**src/rtl/assert_macros.svh**
```systemverilog
// Assertion macros shared by the I2C register-access master RTL.
// Each macro expands to one labeled concurrent assertion that reports by $error.
`ifndef ASSERT_MACROS_SVH
`define ASSERT_MACROS_SVH

// Check a property on every rising clock edge, held off while reset is active.
`define ASSERT_RST(label, clk, rst_n, prop, msg) \
    label: assert property (@(posedge clk) disable iff (!rst_n) (prop)) else $error(msg);

// Check that an expression is never true outside reset.
`define ASSERT_NEVER(label, clk, rst_n, expr, msg) \
    `ASSERT_RST(label, clk, rst_n, !(expr), msg)

`endif

```
**src/rtl/i2cram_pkg.sv**
```systemverilog
`timescale 1ns / 1ps
// Shared types and constants for the I2C register-access master.
// No dependencies; all RTL files but assert_macros.svh refer to it by scoped names.
package i2cram_pkg;

    // Field widths fixed by the slot format
    localparam int ADDR_W  = 8;
    localparam int COUNT_W = 9;

    // Operation codes carried on each input slot
    localparam logic [1:0] OP_TICK  = 2'd0;
    localparam logic [1:0] OP_WRITE = 2'd1;
    localparam logic [1:0] OP_READ  = 2'd2;

    // Queue between front and back
    localparam int QUEUE_DEPTH = 4;
    localparam int QPTR_W      = $clog2(QUEUE_DEPTH);
    localparam int QCNT_W      = $clog2(QUEUE_DEPTH + 1);

    // One input slot
    typedef struct packed {
        logic [1:0]         operation;
        logic [ADDR_W-1:0]  device_address;
        logic [ADDR_W-1:0]  register_address;
        logic [COUNT_W-1:0] byte_count;
        logic [7:0]         write_byte;
        logic               sda_sample;
    } t_in_item;

    // One result slot
    typedef struct packed {
        logic       scl_level;
        logic       sda_level;
        logic       byte_request;
        logic [7:0] read_byte;
        logic       read_valid;
        logic       busy_res;
        logic       done_res;
        logic       success;
    } t_out_item;

    // Classified slot as it travels through the queue
    typedef struct packed {
        logic               start;
        logic               is_read;
        logic [ADDR_W-1:0]  device_address;
        logic [ADDR_W-1:0]  register_address;
        logic [COUNT_W-1:0] byte_count;
        logic [7:0]         write_byte;
        logic               sda_sample;
    } t_cmd;

endpackage

```
**src/rtl/i2cram_front.sv**
```systemverilog
`timescale 1ns / 1ps
// Front stage: accepts input slots, decodes the operation and clips the byte count.
// Depends on i2cram_pkg.
module i2cram_front #(
    parameter int MAX_BYTES = 256
) (
    input  logic                 i_clk,
    input  logic                 i_rst_n,
    input  logic                 i_in_valid,
    output logic                 o_in_ready,
    input  i2cram_pkg::t_in_item i_in_item,
    output logic                 o_cmd_valid,
    input  logic                 i_cmd_ready,
    output i2cram_pkg::t_cmd     o_cmd
);

    localparam logic [31:0] MAX32 = 32'(MAX_BYTES);

    logic             r_valid;
    i2cram_pkg::t_cmd r_cmd;
    i2cram_pkg::t_cmd n_cmd;
    logic             over;

    // Classify the incoming slot
    always_comb begin
        over                   = 32'(i_in_item.byte_count) > MAX32;
        n_cmd.start            = (i_in_item.operation == i2cram_pkg::OP_WRITE) ||
                                 (i_in_item.operation == i2cram_pkg::OP_READ);
        n_cmd.is_read          = (i_in_item.operation == i2cram_pkg::OP_READ);
        n_cmd.device_address   = i_in_item.device_address;
        n_cmd.register_address = i_in_item.register_address;
        n_cmd.byte_count       = over ? i2cram_pkg::COUNT_W'(MAX_BYTES)
                                      : i_in_item.byte_count;
        n_cmd.write_byte       = i_in_item.write_byte;
        n_cmd.sda_sample       = i_in_item.sda_sample;
    end

    assign o_in_ready  = !r_valid || i_cmd_ready;
    assign o_cmd_valid = r_valid;
    assign o_cmd       = r_cmd;

    // Hold one classified beat until the queue takes it
    always_ff @(posedge i_clk) begin
        if (!i_rst_n) begin
            r_valid <= 1'b0;
        end else if (o_in_ready) begin
            r_valid <= i_in_valid;
        end
        if (i_in_valid && o_in_ready) begin
            r_cmd <= n_cmd;
        end
    end

endmodule

```
**src/rtl/i2cram_queue.sv**
```systemverilog
`timescale 1ns / 1ps
// Short FIFO between the front and the slot sequencer.
// Depends on i2cram_pkg for the entry type and depth.
module i2cram_queue (
    input  logic             i_clk,
    input  logic             i_rst_n,
    input  logic             i_push_valid,
    output logic             o_push_ready,
    input  i2cram_pkg::t_cmd i_push_cmd,
    output logic             o_pop_valid,
    input  logic             i_pop_ready,
    output i2cram_pkg::t_cmd o_pop_cmd
);

    localparam int PW = i2cram_pkg::QPTR_W;
    localparam int CW = i2cram_pkg::QCNT_W;

    i2cram_pkg::t_cmd r_mem [i2cram_pkg::QUEUE_DEPTH];
    logic [PW-1:0]    r_wr;
    logic [PW-1:0]    r_rd;
    logic [CW-1:0]    r_count;
    logic             push;
    logic             pop;

    assign o_push_ready = (r_count != CW'(i2cram_pkg::QUEUE_DEPTH));
    assign o_pop_valid  = (r_count != '0);
    assign o_pop_cmd    = r_mem[r_rd];
    assign push         = i_push_valid && o_push_ready;
    assign pop          = o_pop_valid && i_pop_ready;

    // Advance pointers and fill count
    always_ff @(posedge i_clk) begin
        if (!i_rst_n) begin
            r_wr    <= '0;
            r_rd    <= '0;
            r_count <= '0;
        end else begin
            if (push) begin
                r_wr <= PW'(r_wr + 1'b1);
            end
            if (pop) begin
                r_rd <= PW'(r_rd + 1'b1);
            end
            if (push && !pop) begin
                r_count <= CW'(r_count + 1'b1);
            end else if (pop && !push) begin
                r_count <= CW'(r_count - 1'b1);
            end
        end
    end

    // Store the pushed beat
    always_ff @(posedge i_clk) begin
        if (push) begin
            r_mem[r_wr] <= i_push_cmd;
        end
    end

endmodule

```
**src/rtl/i2cram_back.sv**
```systemverilog
`timescale 1ns / 1ps
// Slot sequencer: walks the START/byte/ACK/STOP waveforms one slot per beat.
// Depends on i2cram_pkg and assert_macros.svh.
`include "assert_macros.svh"
module i2cram_back #(
    parameter int MAX_BYTES = 256
) (
    input  logic                  i_clk,
    input  logic                  i_rst_n,
    input  logic                  i_cmd_valid,
    output logic                  o_cmd_ready,
    input  i2cram_pkg::t_cmd      i_cmd,
    output logic                  o_out_valid,
    input  logic                  i_out_ready,
    output i2cram_pkg::t_out_item o_out_item
);

    localparam int LW = $clog2(MAX_BYTES + 1);
    localparam int AW = i2cram_pkg::ADDR_W;
    localparam logic [AW-1:0] ADDR_DIR_MASK = 8'hFE;
    localparam logic [AW-1:0] ADDR_DIR_READ = 8'h01;

    typedef enum logic [3:0] {
        PH_IDLE,
        PH_START_FIRST,
        PH_START_AGAIN,
        PH_SEND_ADDR_W,
        PH_SEND_REG,
        PH_SEND_ADDR_R,
        PH_SEND_DATA,
        PH_RECV,
        PH_STOP_OK,
        PH_STOP_FAIL
    } t_phase;

    t_phase                r_phase, n_phase;
    logic [2:0]            r_slot, n_slot;
    logic [3:0]            r_bitc, n_bitc;
    logic [7:0]            r_shift, n_shift;
    logic [LW-1:0]         r_left, n_left;
    logic [AW-1:0]         r_dev, n_dev;
    logic [AW-1:0]         r_reg_addr, n_reg_addr;
    logic                  r_is_read, n_is_read;
    logic                  r_scl, r_sda;
    logic                  r_out_valid;
    i2cram_pkg::t_out_item r_out, n_out;
    t_phase                cur_ph;
    logic                  step;

    assign o_cmd_ready = !r_out_valid || i_out_ready;
    assign step        = i_cmd_valid && o_cmd_ready;
    assign o_out_valid = r_out_valid;
    assign o_out_item  = r_out;

    // Work out the next sequencer state and the levels of this slot
    always_comb begin
        n_phase    = r_phase;
        n_slot     = r_slot;
        n_bitc     = r_bitc;
        n_shift    = r_shift;
        n_left     = r_left;
        n_dev      = r_dev;
        n_reg_addr = r_reg_addr;
        n_is_read  = r_is_read;
        n_out              = '0;
        n_out.scl_level    = r_scl;
        n_out.sda_level    = r_sda;
        n_out.busy_res     = 1'b1;

        // Latch a new transaction on an idle slot
        if (r_phase == PH_IDLE) begin
            if (i_cmd.start) begin
                n_dev      = i_cmd.device_address;
                n_reg_addr = i_cmd.register_address;
                n_is_read  = i_cmd.is_read;
                n_left     = LW'(i_cmd.byte_count);
                n_phase    = PH_START_FIRST;
                n_slot     = '0;
                n_bitc     = '0;
                n_shift    = '0;
            end else begin
                n_out.busy_res = 1'b0;
            end
        end
        cur_ph = n_phase;

        case (cur_ph)
            PH_IDLE: begin
            end
            PH_START_FIRST, PH_START_AGAIN: begin
                if (n_slot == 3'd1) begin
                    n_out.scl_level = 1'b1;
                    n_out.sda_level = 1'b1;
                end else if (n_slot == 3'd2) begin
                    n_out.sda_level = 1'b0;
                end
                if (n_slot >= 3'd3) begin
                    n_slot = '0;
                    n_bitc = '0;
                    if (cur_ph == PH_START_FIRST) begin
                        n_phase = PH_SEND_ADDR_W;
                        n_shift = n_dev & ADDR_DIR_MASK;
                    end else begin
                        n_phase = PH_SEND_ADDR_R;
                        n_shift = n_dev | ADDR_DIR_READ;
                    end
                end else begin
                    n_slot = 3'(n_slot + 1'b1);
                end
            end
            PH_SEND_ADDR_W, PH_SEND_REG, PH_SEND_ADDR_R, PH_SEND_DATA: begin
                // Load the data byte on the first slot of a data byte
                if (cur_ph == PH_SEND_DATA && n_bitc == 4'd0 && n_slot == 3'd0) begin
                    n_shift = i_cmd.write_byte;
                    if (n_left != '0) begin
                        n_left = LW'(n_left - 1'b1);
                    end
                end
                if (n_bitc < 4'd8) begin
                    if (n_slot == 3'd0) begin
                        n_out.scl_level = 1'b0;
                    end else if (n_slot == 3'd1) begin
                        n_out.sda_level = n_shift[7];
                    end else if (n_slot == 3'd2) begin
                        n_out.scl_level = 1'b1;
                    end
                    if (n_slot >= 3'd3) begin
                        n_shift = {n_shift[6:0], 1'b0};
                        n_bitc  = 4'(n_bitc + 1'b1);
                        n_slot  = '0;
                    end else begin
                        n_slot = 3'(n_slot + 1'b1);
                    end
                end else begin
                    // Acknowledge of a sent byte
                    if (n_slot == 3'd0) begin
                        n_out.scl_level = 1'b0;
                        n_slot = 3'(n_slot + 1'b1);
                    end else if (n_slot == 3'd1) begin
                        n_out.sda_level = 1'b1;
                        n_slot = 3'(n_slot + 1'b1);
                    end else if (n_slot == 3'd2) begin
                        n_out.scl_level = 1'b1;
                        if (i_cmd.sda_sample) begin
                            n_phase = PH_STOP_FAIL;
                            n_slot  = '0;
                            n_bitc  = '0;
                            n_shift = '0;
                        end else begin
                            n_slot = 3'(n_slot + 1'b1);
                        end
                    end else if (n_slot == 3'd3) begin
                        n_slot = 3'(n_slot + 1'b1);
                    end else begin
                        // Pick what follows an acknowledged byte
                        n_out.scl_level = 1'b0;
                        n_slot  = '0;
                        n_bitc  = '0;
                        n_shift = '0;
                        if (cur_ph == PH_SEND_ADDR_W) begin
                            n_phase = PH_SEND_REG;
                            n_shift = n_reg_addr;
                        end else if (cur_ph == PH_SEND_REG && n_is_read) begin
                            n_phase = PH_START_AGAIN;
                        end else if (cur_ph == PH_SEND_ADDR_R) begin
                            n_phase = (n_left != '0) ? PH_RECV : PH_STOP_OK;
                        end else if (n_left != '0) begin
                            n_phase            = PH_SEND_DATA;
                            n_out.byte_request = 1'b1;
                        end else begin
                            n_phase = PH_STOP_OK;
                        end
                    end
                end
            end
            PH_RECV: begin
                if (n_bitc < 4'd8) begin
                    if (n_slot == 3'd0) begin
                        n_out.scl_level = 1'b0;
                        n_out.sda_level = 1'b1;
                    end else if (n_slot == 3'd1) begin
                        n_out.scl_level = 1'b1;
                        n_shift = {n_shift[6:0], i_cmd.sda_sample};
                        if (n_bitc == 4'd7) begin
                            n_out.read_valid = 1'b1;
                            n_out.read_byte  = n_shift;
                        end
                    end else if (n_slot == 3'd3) begin
                        n_out.scl_level = 1'b0;
                    end
                    if (n_slot >= 3'd3) begin
                        n_bitc = 4'(n_bitc + 1'b1);
                        n_slot = '0;
                    end else begin
                        n_slot = 3'(n_slot + 1'b1);
                    end
                end else begin
                    // Answer ACK, or NACK on the last byte
                    if (n_slot == 3'd0) begin
                        n_out.scl_level = 1'b0;
                        n_out.sda_level = (n_left <= LW'(1));
                    end else if (n_slot == 3'd1) begin
                        n_out.scl_level = 1'b1;
                    end else if (n_slot == 3'd3) begin
                        n_out.scl_level = 1'b0;
                    end
                    if (n_slot >= 3'd3) begin
                        if (n_left != '0) begin
                            n_left = LW'(n_left - 1'b1);
                        end
                        n_phase = (n_left != '0) ? PH_RECV : PH_STOP_OK;
                        n_slot  = '0;
                        n_bitc  = '0;
                        n_shift = '0;
                    end else begin
                        n_slot = 3'(n_slot + 1'b1);
                    end
                end
            end
            PH_STOP_OK, PH_STOP_FAIL: begin
                if (n_slot == 3'd0) begin
                    n_out.scl_level = 1'b0;
                    n_out.sda_level = 1'b0;
                end else if (n_slot == 3'd1) begin
                    n_out.scl_level = 1'b1;
                end else if (n_slot == 3'd4) begin
                    n_out.sda_level = 1'b1;
                end
                if (n_slot >= 3'd5) begin
                    n_out.done_res = 1'b1;
                    n_out.success  = (cur_ph == PH_STOP_OK);
                    n_phase = PH_IDLE;
                    n_slot  = '0;
                    n_bitc  = '0;
                    n_shift = '0;
                end else begin
                    n_slot = 3'(n_slot + 1'b1);
                end
            end
            default: begin
                n_phase        = PH_IDLE;
                n_slot         = '0;
                n_bitc         = '0;
                n_shift        = '0;
                n_out.busy_res = 1'b0;
            end
        endcase
    end

    // Hold sequencer state and the registered result beat
    always_ff @(posedge i_clk) begin
        if (!i_rst_n) begin
            r_phase     <= PH_IDLE;
            r_slot      <= '0;
            r_bitc      <= '0;
            r_shift     <= '0;
            r_left      <= '0;
            r_dev       <= '0;
            r_reg_addr  <= '0;
            r_is_read   <= 1'b0;
            r_scl       <= 1'b1;
            r_sda       <= 1'b1;
            r_out_valid <= 1'b0;
        end else begin
            if (o_cmd_ready) begin
                r_out_valid <= i_cmd_valid;
            end
            if (step) begin
                r_phase    <= n_phase;
                r_slot     <= n_slot;
                r_bitc     <= n_bitc;
                r_shift    <= n_shift;
                r_left     <= n_left;
                r_dev      <= n_dev;
                r_reg_addr <= n_reg_addr;
                r_is_read  <= n_is_read;
                r_scl      <= n_out.scl_level;
                r_sda      <= n_out.sda_level;
            end
        end
        if (step) begin
            r_out <= n_out;
        end
    end

    `ASSERT_RST(a_rvalid_in_recv, i_clk, i_rst_n, (step && n_out.read_valid) |-> (r_phase == PH_RECV), "read byte outside receive phase")
    `ASSERT_RST(a_done_to_idle, i_clk, i_rst_n, (step && n_out.done_res) |=> (r_phase == PH_IDLE), "transaction end did not return to idle")
    `ASSERT_RST(a_req_to_data, i_clk, i_rst_n, (step && n_out.byte_request) |=> (r_phase == PH_SEND_DATA && r_slot == 3'd0 && r_bitc == 4'd0), "byte request without data phase")
    `ASSERT_NEVER(a_no_pop_on_stall, i_clk, i_rst_n, r_out_valid && !i_out_ready && o_cmd_ready, "beat taken while result stalled")

endmodule

```
**src/rtl/i2c_register_access_master_core.sv**
```systemverilog
`timescale 1ns / 1ps
// Top level of the I2C register-access master: front stage, queue and slot sequencer.
// Depends on i2cram_pkg, i2cram_front, i2cram_queue and i2cram_back.
//
// Channel  | Direction | Handshake               | Payload
// ---------+-----------+-------------------------+-----------------------
// in       | input     | i_in_valid / o_in_ready | i_in_item (t_in_item)
// out      | output    | o_out_valid/i_out_ready | o_out_item (t_out_item)
//
// Every accepted slot gives one result beat; one slot per clock while out is not stalled.
// A slot passes three registers: front stage, queue entry, sequencer output register.
// Its result register loads once the slot has passed the front stage and the queue entry;
// the sequencer step between queue and result register is combinational.
// Reset is synchronous and active low; the bus lines come out of reset released high.
// A stalled output holds the sequencer; the queue of four entries absorbs slots meanwhile.
module i2c_register_access_master_core #(
    parameter int MAX_BYTES = 256
) (
    input  logic                  i_clk,
    input  logic                  i_rst_n,
    input  logic                  i_in_valid,
    output logic                  o_in_ready,
    input  i2cram_pkg::t_in_item  i_in_item,
    output logic                  o_out_valid,
    input  logic                  i_out_ready,
    output i2cram_pkg::t_out_item o_out_item
);

    logic             f_valid;
    logic             f_ready;
    i2cram_pkg::t_cmd f_cmd;
    logic             q_valid;
    logic             q_ready;
    i2cram_pkg::t_cmd q_cmd;

    // Decode and clip incoming slots
    i2cram_front #(
        .MAX_BYTES (MAX_BYTES)
    ) u_front (
        .i_clk       (i_clk),
        .i_rst_n     (i_rst_n),
        .i_in_valid  (i_in_valid),
        .o_in_ready  (o_in_ready),
        .i_in_item   (i_in_item),
        .o_cmd_valid (f_valid),
        .i_cmd_ready (f_ready),
        .o_cmd       (f_cmd)
    );

    // Decouple front from sequencer
    i2cram_queue u_queue (
        .i_clk        (i_clk),
        .i_rst_n      (i_rst_n),
        .i_push_valid (f_valid),
        .o_push_ready (f_ready),
        .i_push_cmd   (f_cmd),
        .o_pop_valid  (q_valid),
        .i_pop_ready  (q_ready),
        .o_pop_cmd    (q_cmd)
    );

    // Drive the bus waveform one slot per beat
    i2cram_back #(
        .MAX_BYTES (MAX_BYTES)
    ) u_back (
        .i_clk       (i_clk),
        .i_rst_n     (i_rst_n),
        .i_cmd_valid (q_valid),
        .o_cmd_ready (q_ready),
        .i_cmd       (q_cmd),
        .o_out_valid (o_out_valid),
        .i_out_ready (i_out_ready),
        .o_out_item  (o_out_item)
    );

endmodule

```
**config.mk**
```make
export PLATFORM = sky130hd
export DESIGN_NAME = i2c_register_access_master_core
export DESIGN_NICKNAME = d
export VERILOG_FILES = /design/src/rtl/i2cram_pkg.sv /design/src/rtl/i2cram_front.sv /design/src/rtl/i2cram_queue.sv /design/src/rtl/i2cram_back.sv /design/src/rtl/i2c_register_access_master_core.sv
export VERILOG_INCLUDE_DIRS = /design/src /design/src/rtl
export SDC_FILE = /design/constraint.sdc
export NUM_CORES = 1
export LEC_CHECK = 0
export BUFFER_PORTS_ARGS = -buffer_cell sky130_fd_sc_hd__buf_2
export CAP_MARGIN = 20
export CELL_PAD_IN_SITES_DETAIL_PLACEMENT = 1
export CELL_PAD_IN_SITES_GLOBAL_PLACEMENT = 1
export CORE_ASPECT_RATIO = 2
export CORE_MARGIN = 5
export CORE_UTILIZATION = 40
export CTS_BUF_LIST = sky130_fd_sc_hd__clkbuf_4
export CTS_CLUSTER_SIZE = 20
export DETAILED_ROUTE_END_ITERATION = 12
export PLACE_DENSITY_LB_ADDON = 0.1
export SLEW_MARGIN = 25
export SYNTH_ARGS = -nofsm -noshare
export SYNTH_HDL_FRONTEND = slang
export SYNTH_SLANG_ARGS = --single-unit
```
**constraint.sdc**
```tcl
create_clock -name i_clk -period 5.3 [get_ports i_clk]
set_input_delay 1.06 -clock i_clk [delete_from_list [all_inputs] [get_ports i_clk]]
set_output_delay 1.06 -clock i_clk [all_outputs]
set_load 0.1 [all_outputs]
```
==> Implementation_results.wiki <==
{| class="wikitable"
! Metric !! Value
|-
| Peak ir drop on the vdd network || roughly 260 uV
|-
| Cell at the root of the clock tree || clkbuf_4
|-
| CTS Hold Buffers Added || 0
|-
| Crit Path Class || reg2reg
|-
| Synth warn || 0
|-
| First-pass GRT wire length || 49,300 um
|-
| Count of unique library cells instantiated by Yosys || 75
|-
| Antenna Violating Nets Remaining || 0
|-
| Area of the die || about 32,000 um^2
|-
| Slew @ Worst Pin || approximately 0.82 ns
|-
| Setup slack of the most critical reg-to-reg path || 0.88 ns
|-
| Area grow syn2layout || 13.3%
|-
| Filler Cell Count || between 3,000 and 4,000
|-
| Synthesized net count || 992
|-
| Total Wirelength || about 31,000 um
|-
| DR pass1 iterations || 4
|-
| Slew Limit Fails || 0
|-
| Number of flops mapped to enable cells by yosys || 190
|-
| Number of H-tree branching levels || 2
|-
| Total global routing track utilization || between 15 and 20%
|-
| TritonCTS clock tree || done
|-
| Number of instances in the placed design || about 1,300
|-
| Minimum clock period after layout || ~4.4 ns
|-
| CP Data Arrival Time || 5.04 ns
|-
| Share of final-layout standard cells stronger than drive strength 1 || about 21%
|-
| Post-layout instance count excluding filler cells || 1,426
|-
| Post-cts gate resize count || 0
|-
| CTS buffer count || 57
|-
| Total leakage power || about 4.5 nW
|-
| Capturing point of the worst reg2reg path || u_back.r_phase[2]
|-
| Fin Setup TNS || 0 ns
|-
| Maximum fanout count along the critical path || 25
|-
| Hpwl dp || roughly 22,000 um
|-
| Sequential fraction of the synthesis area || 60.1%
|-
| Crit path required time || ~5.9 ns
|-
| Clock-pin slew of the registers on the worst-case setup and hold paths || around 0.07 ns
|-
| Leading register cell type out of synthesis || edfxtp_1
|-
| WL/cell || about 22 um
|-
| Number of standard-cell rows in the floorplan || 87
|-
| GR Overflow Total || 0
|-
| Syn_area_per_cell || ~12 um^2
|-
| Floorplan Core Area || 28,200 um^2
|-
| Register bit count reported by yosys || 247
|-
| Via density per instance || 5.71
|-
| Overall via count from detail_route || around 8,000
|-
| Final-report setup violation count || 0
|-
| Clock tree skew after final layout || 0.0586 ns
|-
| Post-Syn Area || 11,400 um^2
|-
| PortBufs || 55
|-
| Number of buffers inserted by post-CTS setup repair || 0
|-
| Gpl congestion || 0.888
|-
| Gate Count Post-Synth || between 900 and 1,000
|-
| RSZ-0062 raised after global routing || no
|-
| Status || complete, no violations
|-
| Element type at the critical path start || flop
|-
| Worst setup path endpoint || u_back.r_phase[2]
|-
| Number of sinks on the clock net || ~250
|-
| Final Cycle Share || about 83%
|-
| Path type of the worst min-delay path || reg2reg
|-
| Boundary pin count || 57
|-
| Tightest slew margin relative to the limit || between 40 and 50%
|-
| Worst-Skew Late Latency || 0.74 ns
|-
| Fraction of registers with async set or reset after synthesis || 0%
|-
| Power per standard cell area || 520 nW/um^2
|-
| Via count of the first global-routing pass || 8,997
|-
| Number of design rule violations left after detail routing || 0
|-
| Starting DRT DRC Count || between 300 and 400
|-
| Final hold violation count || 0
|-
| Antenna violations before repair || 1
|-
| Depth of the worst register-to-register path || 11
|-
| Die height || 249 um
|-
| Kind of capture point of the worst setup path || flop
|-
| Maximum clock frequency || about 230 MHz
|-
| Max-cap violations || 0
|-
| Die Wd || roughly 130 um
|-
| Maximum number of pins on one net before global-route repair || 45
|-
| Number of buffers between clock root and the deepest sink || 3
|-
| Initial Utilization || between 40% and 50%
|-
| Final Net Count || about 1,100
|}
[critical path, cell delays in order (launching register included)]
cell and delay [ns]:
dfxtp_2 0.62, mux4_2 0.34, nand2_1 0.18, a22oi_1 0.45
ha_1 0.34, o211ai_1 0.35, a211oi_1 0.57, xnor2_1 0.20
nand4b_1 0.12, or4b_4 0.55, or3b_1 0.36, a32o_1 0.21
[worst min path at each step]
stage,startpoint,endpoint,slack (ns),cells after the start
finish,u_back.r_reg_addr[4],u_back.r_reg_addr[4],0.47,2
CTS,i_in_item[28],u_front.o_cmd[28],0.42,1
global route,i_in_item[22],u_front.o_cmd[22],0.44,1
global placement,u_back.r_reg_addr[0],u_back.r_reg_addr[0],0.45,2
floorplan,u_back.r_reg_addr[5],u_back.r_reg_addr[5],0.44,2
detailed placement,u_back.r_dev[6],u_back.r_dev[6],0.46,2
[through the flow]
step / worst slack (ns) / utilization (%) / cell area (um^2) / power [W] / hold WS [ns]
after floorplan: 1.14 / - / 11400 / 0.00450 / 0.436
after global placement: 0.952 / 43.2 / 12200 / 0.00523 / 0.450
after detailed placement: 0.900 / 43.2 / 12200 / 0.00527 / 0.462
after CTS: 0.877 / 45.8 / 12900 / 0.00682 / 0.420
after global routing: 0.568 / 45.8 / 12900 / 0.00713 / 0.442
final: 0.881 / 45.8 / 12900 / 0.00671 / 0.469
[state kept, by name (all words and copies together) (netlist names), named ones only]
| name | flops |
|---|---|
| u_back.r_scl | 1 |
| u_back.r_slot | 3 |
| u_queue.r_count | 3 |
| u_queue.r_mem | 140 |
| u_back.r_phase | 4 |
| u_queue.r_wr | 2 |
| u_back.r_shift | 8 |
| u_back.r_dev | 7 |
| u_back.r_left | 9 |
| u_front.o_cmd | 35 |
| u_back.r_is_read | 1 |
| u_back.r_reg_addr | 8 |
| u_queue.r_rd | 2 |
| u_front.o_cmd_valid | 1 |
| u_back.o_out_item | 15 |
| u_back.o_out_valid | 1 |
| u_back.r_sda | 1 |
| u_back.r_bitc | 4 |
[routing by layer]
layer	global-route usage, %	wire length (um)	vias up
met3	3.03	1050	117
met1	20.0	11000	4047
met4	12.7	2180	0
met2	36.3	17000	205
li1	-	-	3774
met5	0	0	-
[layout by cell type, fill, tap and decap left out, types with 12 or more instances in the layout]
| cell | netlist | layout |
|---|---|---|
| a22oi_1 | 16 | 16 |
| buf_4 | 0 | 34 |
| nor3_1 | 12 | 12 |
| ha_1 | 18 | 18 |
| clkbuf_4 | 0 | 78 |
| and2_1 | 25 | 25 |
| edfxtp_1 | 190 | 190 |
| o21ai_0 | 54 | 54 |
| nor2_1 | 60 | 59 |
| nor2b_1 | 14 | 14 |
| a31oi_1 | 17 | 16 |
| a21oi_1 | 37 | 37 |
| clkinv_1 | 1 | 15 |
| inv_1 | 20 | 20 |
| mux4_2 | 29 | 29 |
| nand3_1 | 31 | 31 |
| dfxtp_1 | 57 | 55 |
| a21boi_0 | 25 | 25 |
| buf_2 | 1 | 55 |
| nand2_1 | 119 | 119 |
[cell usage after synthesis (4+ instances only)]
cell type / number / area [um^2]
and2_1: 25 / 156
and3_1: 6 / 37.5
o211a_1: 4 / 40.0
nand4_1: 9 / 56.3
a2111oi_0: 4 / 35.0
mux2i_1: 4 / 40.0
mux4_2: 29 / 653
a311o_1: 4 / 40.0
o211ai_1: 10 / 75.1
a31oi_1: 17 / 106
a21o_1: 5 / 37.5
clkbuf_1: 41 / 154
dfxtp_1: 57 / 1140
a32oi_1: 6 / 52.6
a221oi_1: 5 / 43.8
edfxtp_1: 190 / 5710
a22oi_1: 16 / 120
nand4b_1: 5 / 43.8
nand2_1: 119 / 447
ha_1: 18 / 225
a32o_1: 5 / 50.1
xor2_1: 5 / 43.8
o21ai_0: 54 / 270
a21boi_0: 25 / 188
xnor2_1: 10 / 87.6
o31ai_1: 4 / 30.0
nand3_1: 31 / 155
a21oi_1: 37 / 185
nor3_1: 12 / 60.1
o21a_1: 6 / 45.0
inv_1: 20 / 75.1
nor2b_1: 14 / 87.6
buf_1: 9 / 33.8
nor2_1: 60 / 225
[power by group]
group	switching [W]	internal, W
clock network	0.000758	0.000739
logic	0.00184	0.000811
registers	0.000181	0.00238
[cell type report]
class / instances / area (um^2) / area share [%]
multi-input cells: 611 / 4260 / 33.0
inverters: 21 / 78.8 / 0.611
well taps: 356 / 445 / 3.45
diodes: 1 / 2.50 / 0.0194
clock buffers: 78 / 586 / 4.54
repair buffers: 90 / 551 / 4.27
clock inverters: 22 / 135 / 1.05
flip-flops and latches: 247 / 6850 / 53.1
[logic make-up (layout without fill, tap and decap cells)]
group | Yosys count | count (layout) | synth area share (%)
compound gates | 231 | 231 | 13.8
flops | 247 | 247 | 60.1
buf+inv | 75 | 211 | 2.68
other cells | 0 | 1 | 0
fa+ha+maj | 19 | 19 | 2.15
xor+xnor | 15 | 15 | 1.15
mux | 38 | 38 | 6.98
simple gates | 308 | 308 | 13.2
(Power assumes the default switching activity.)
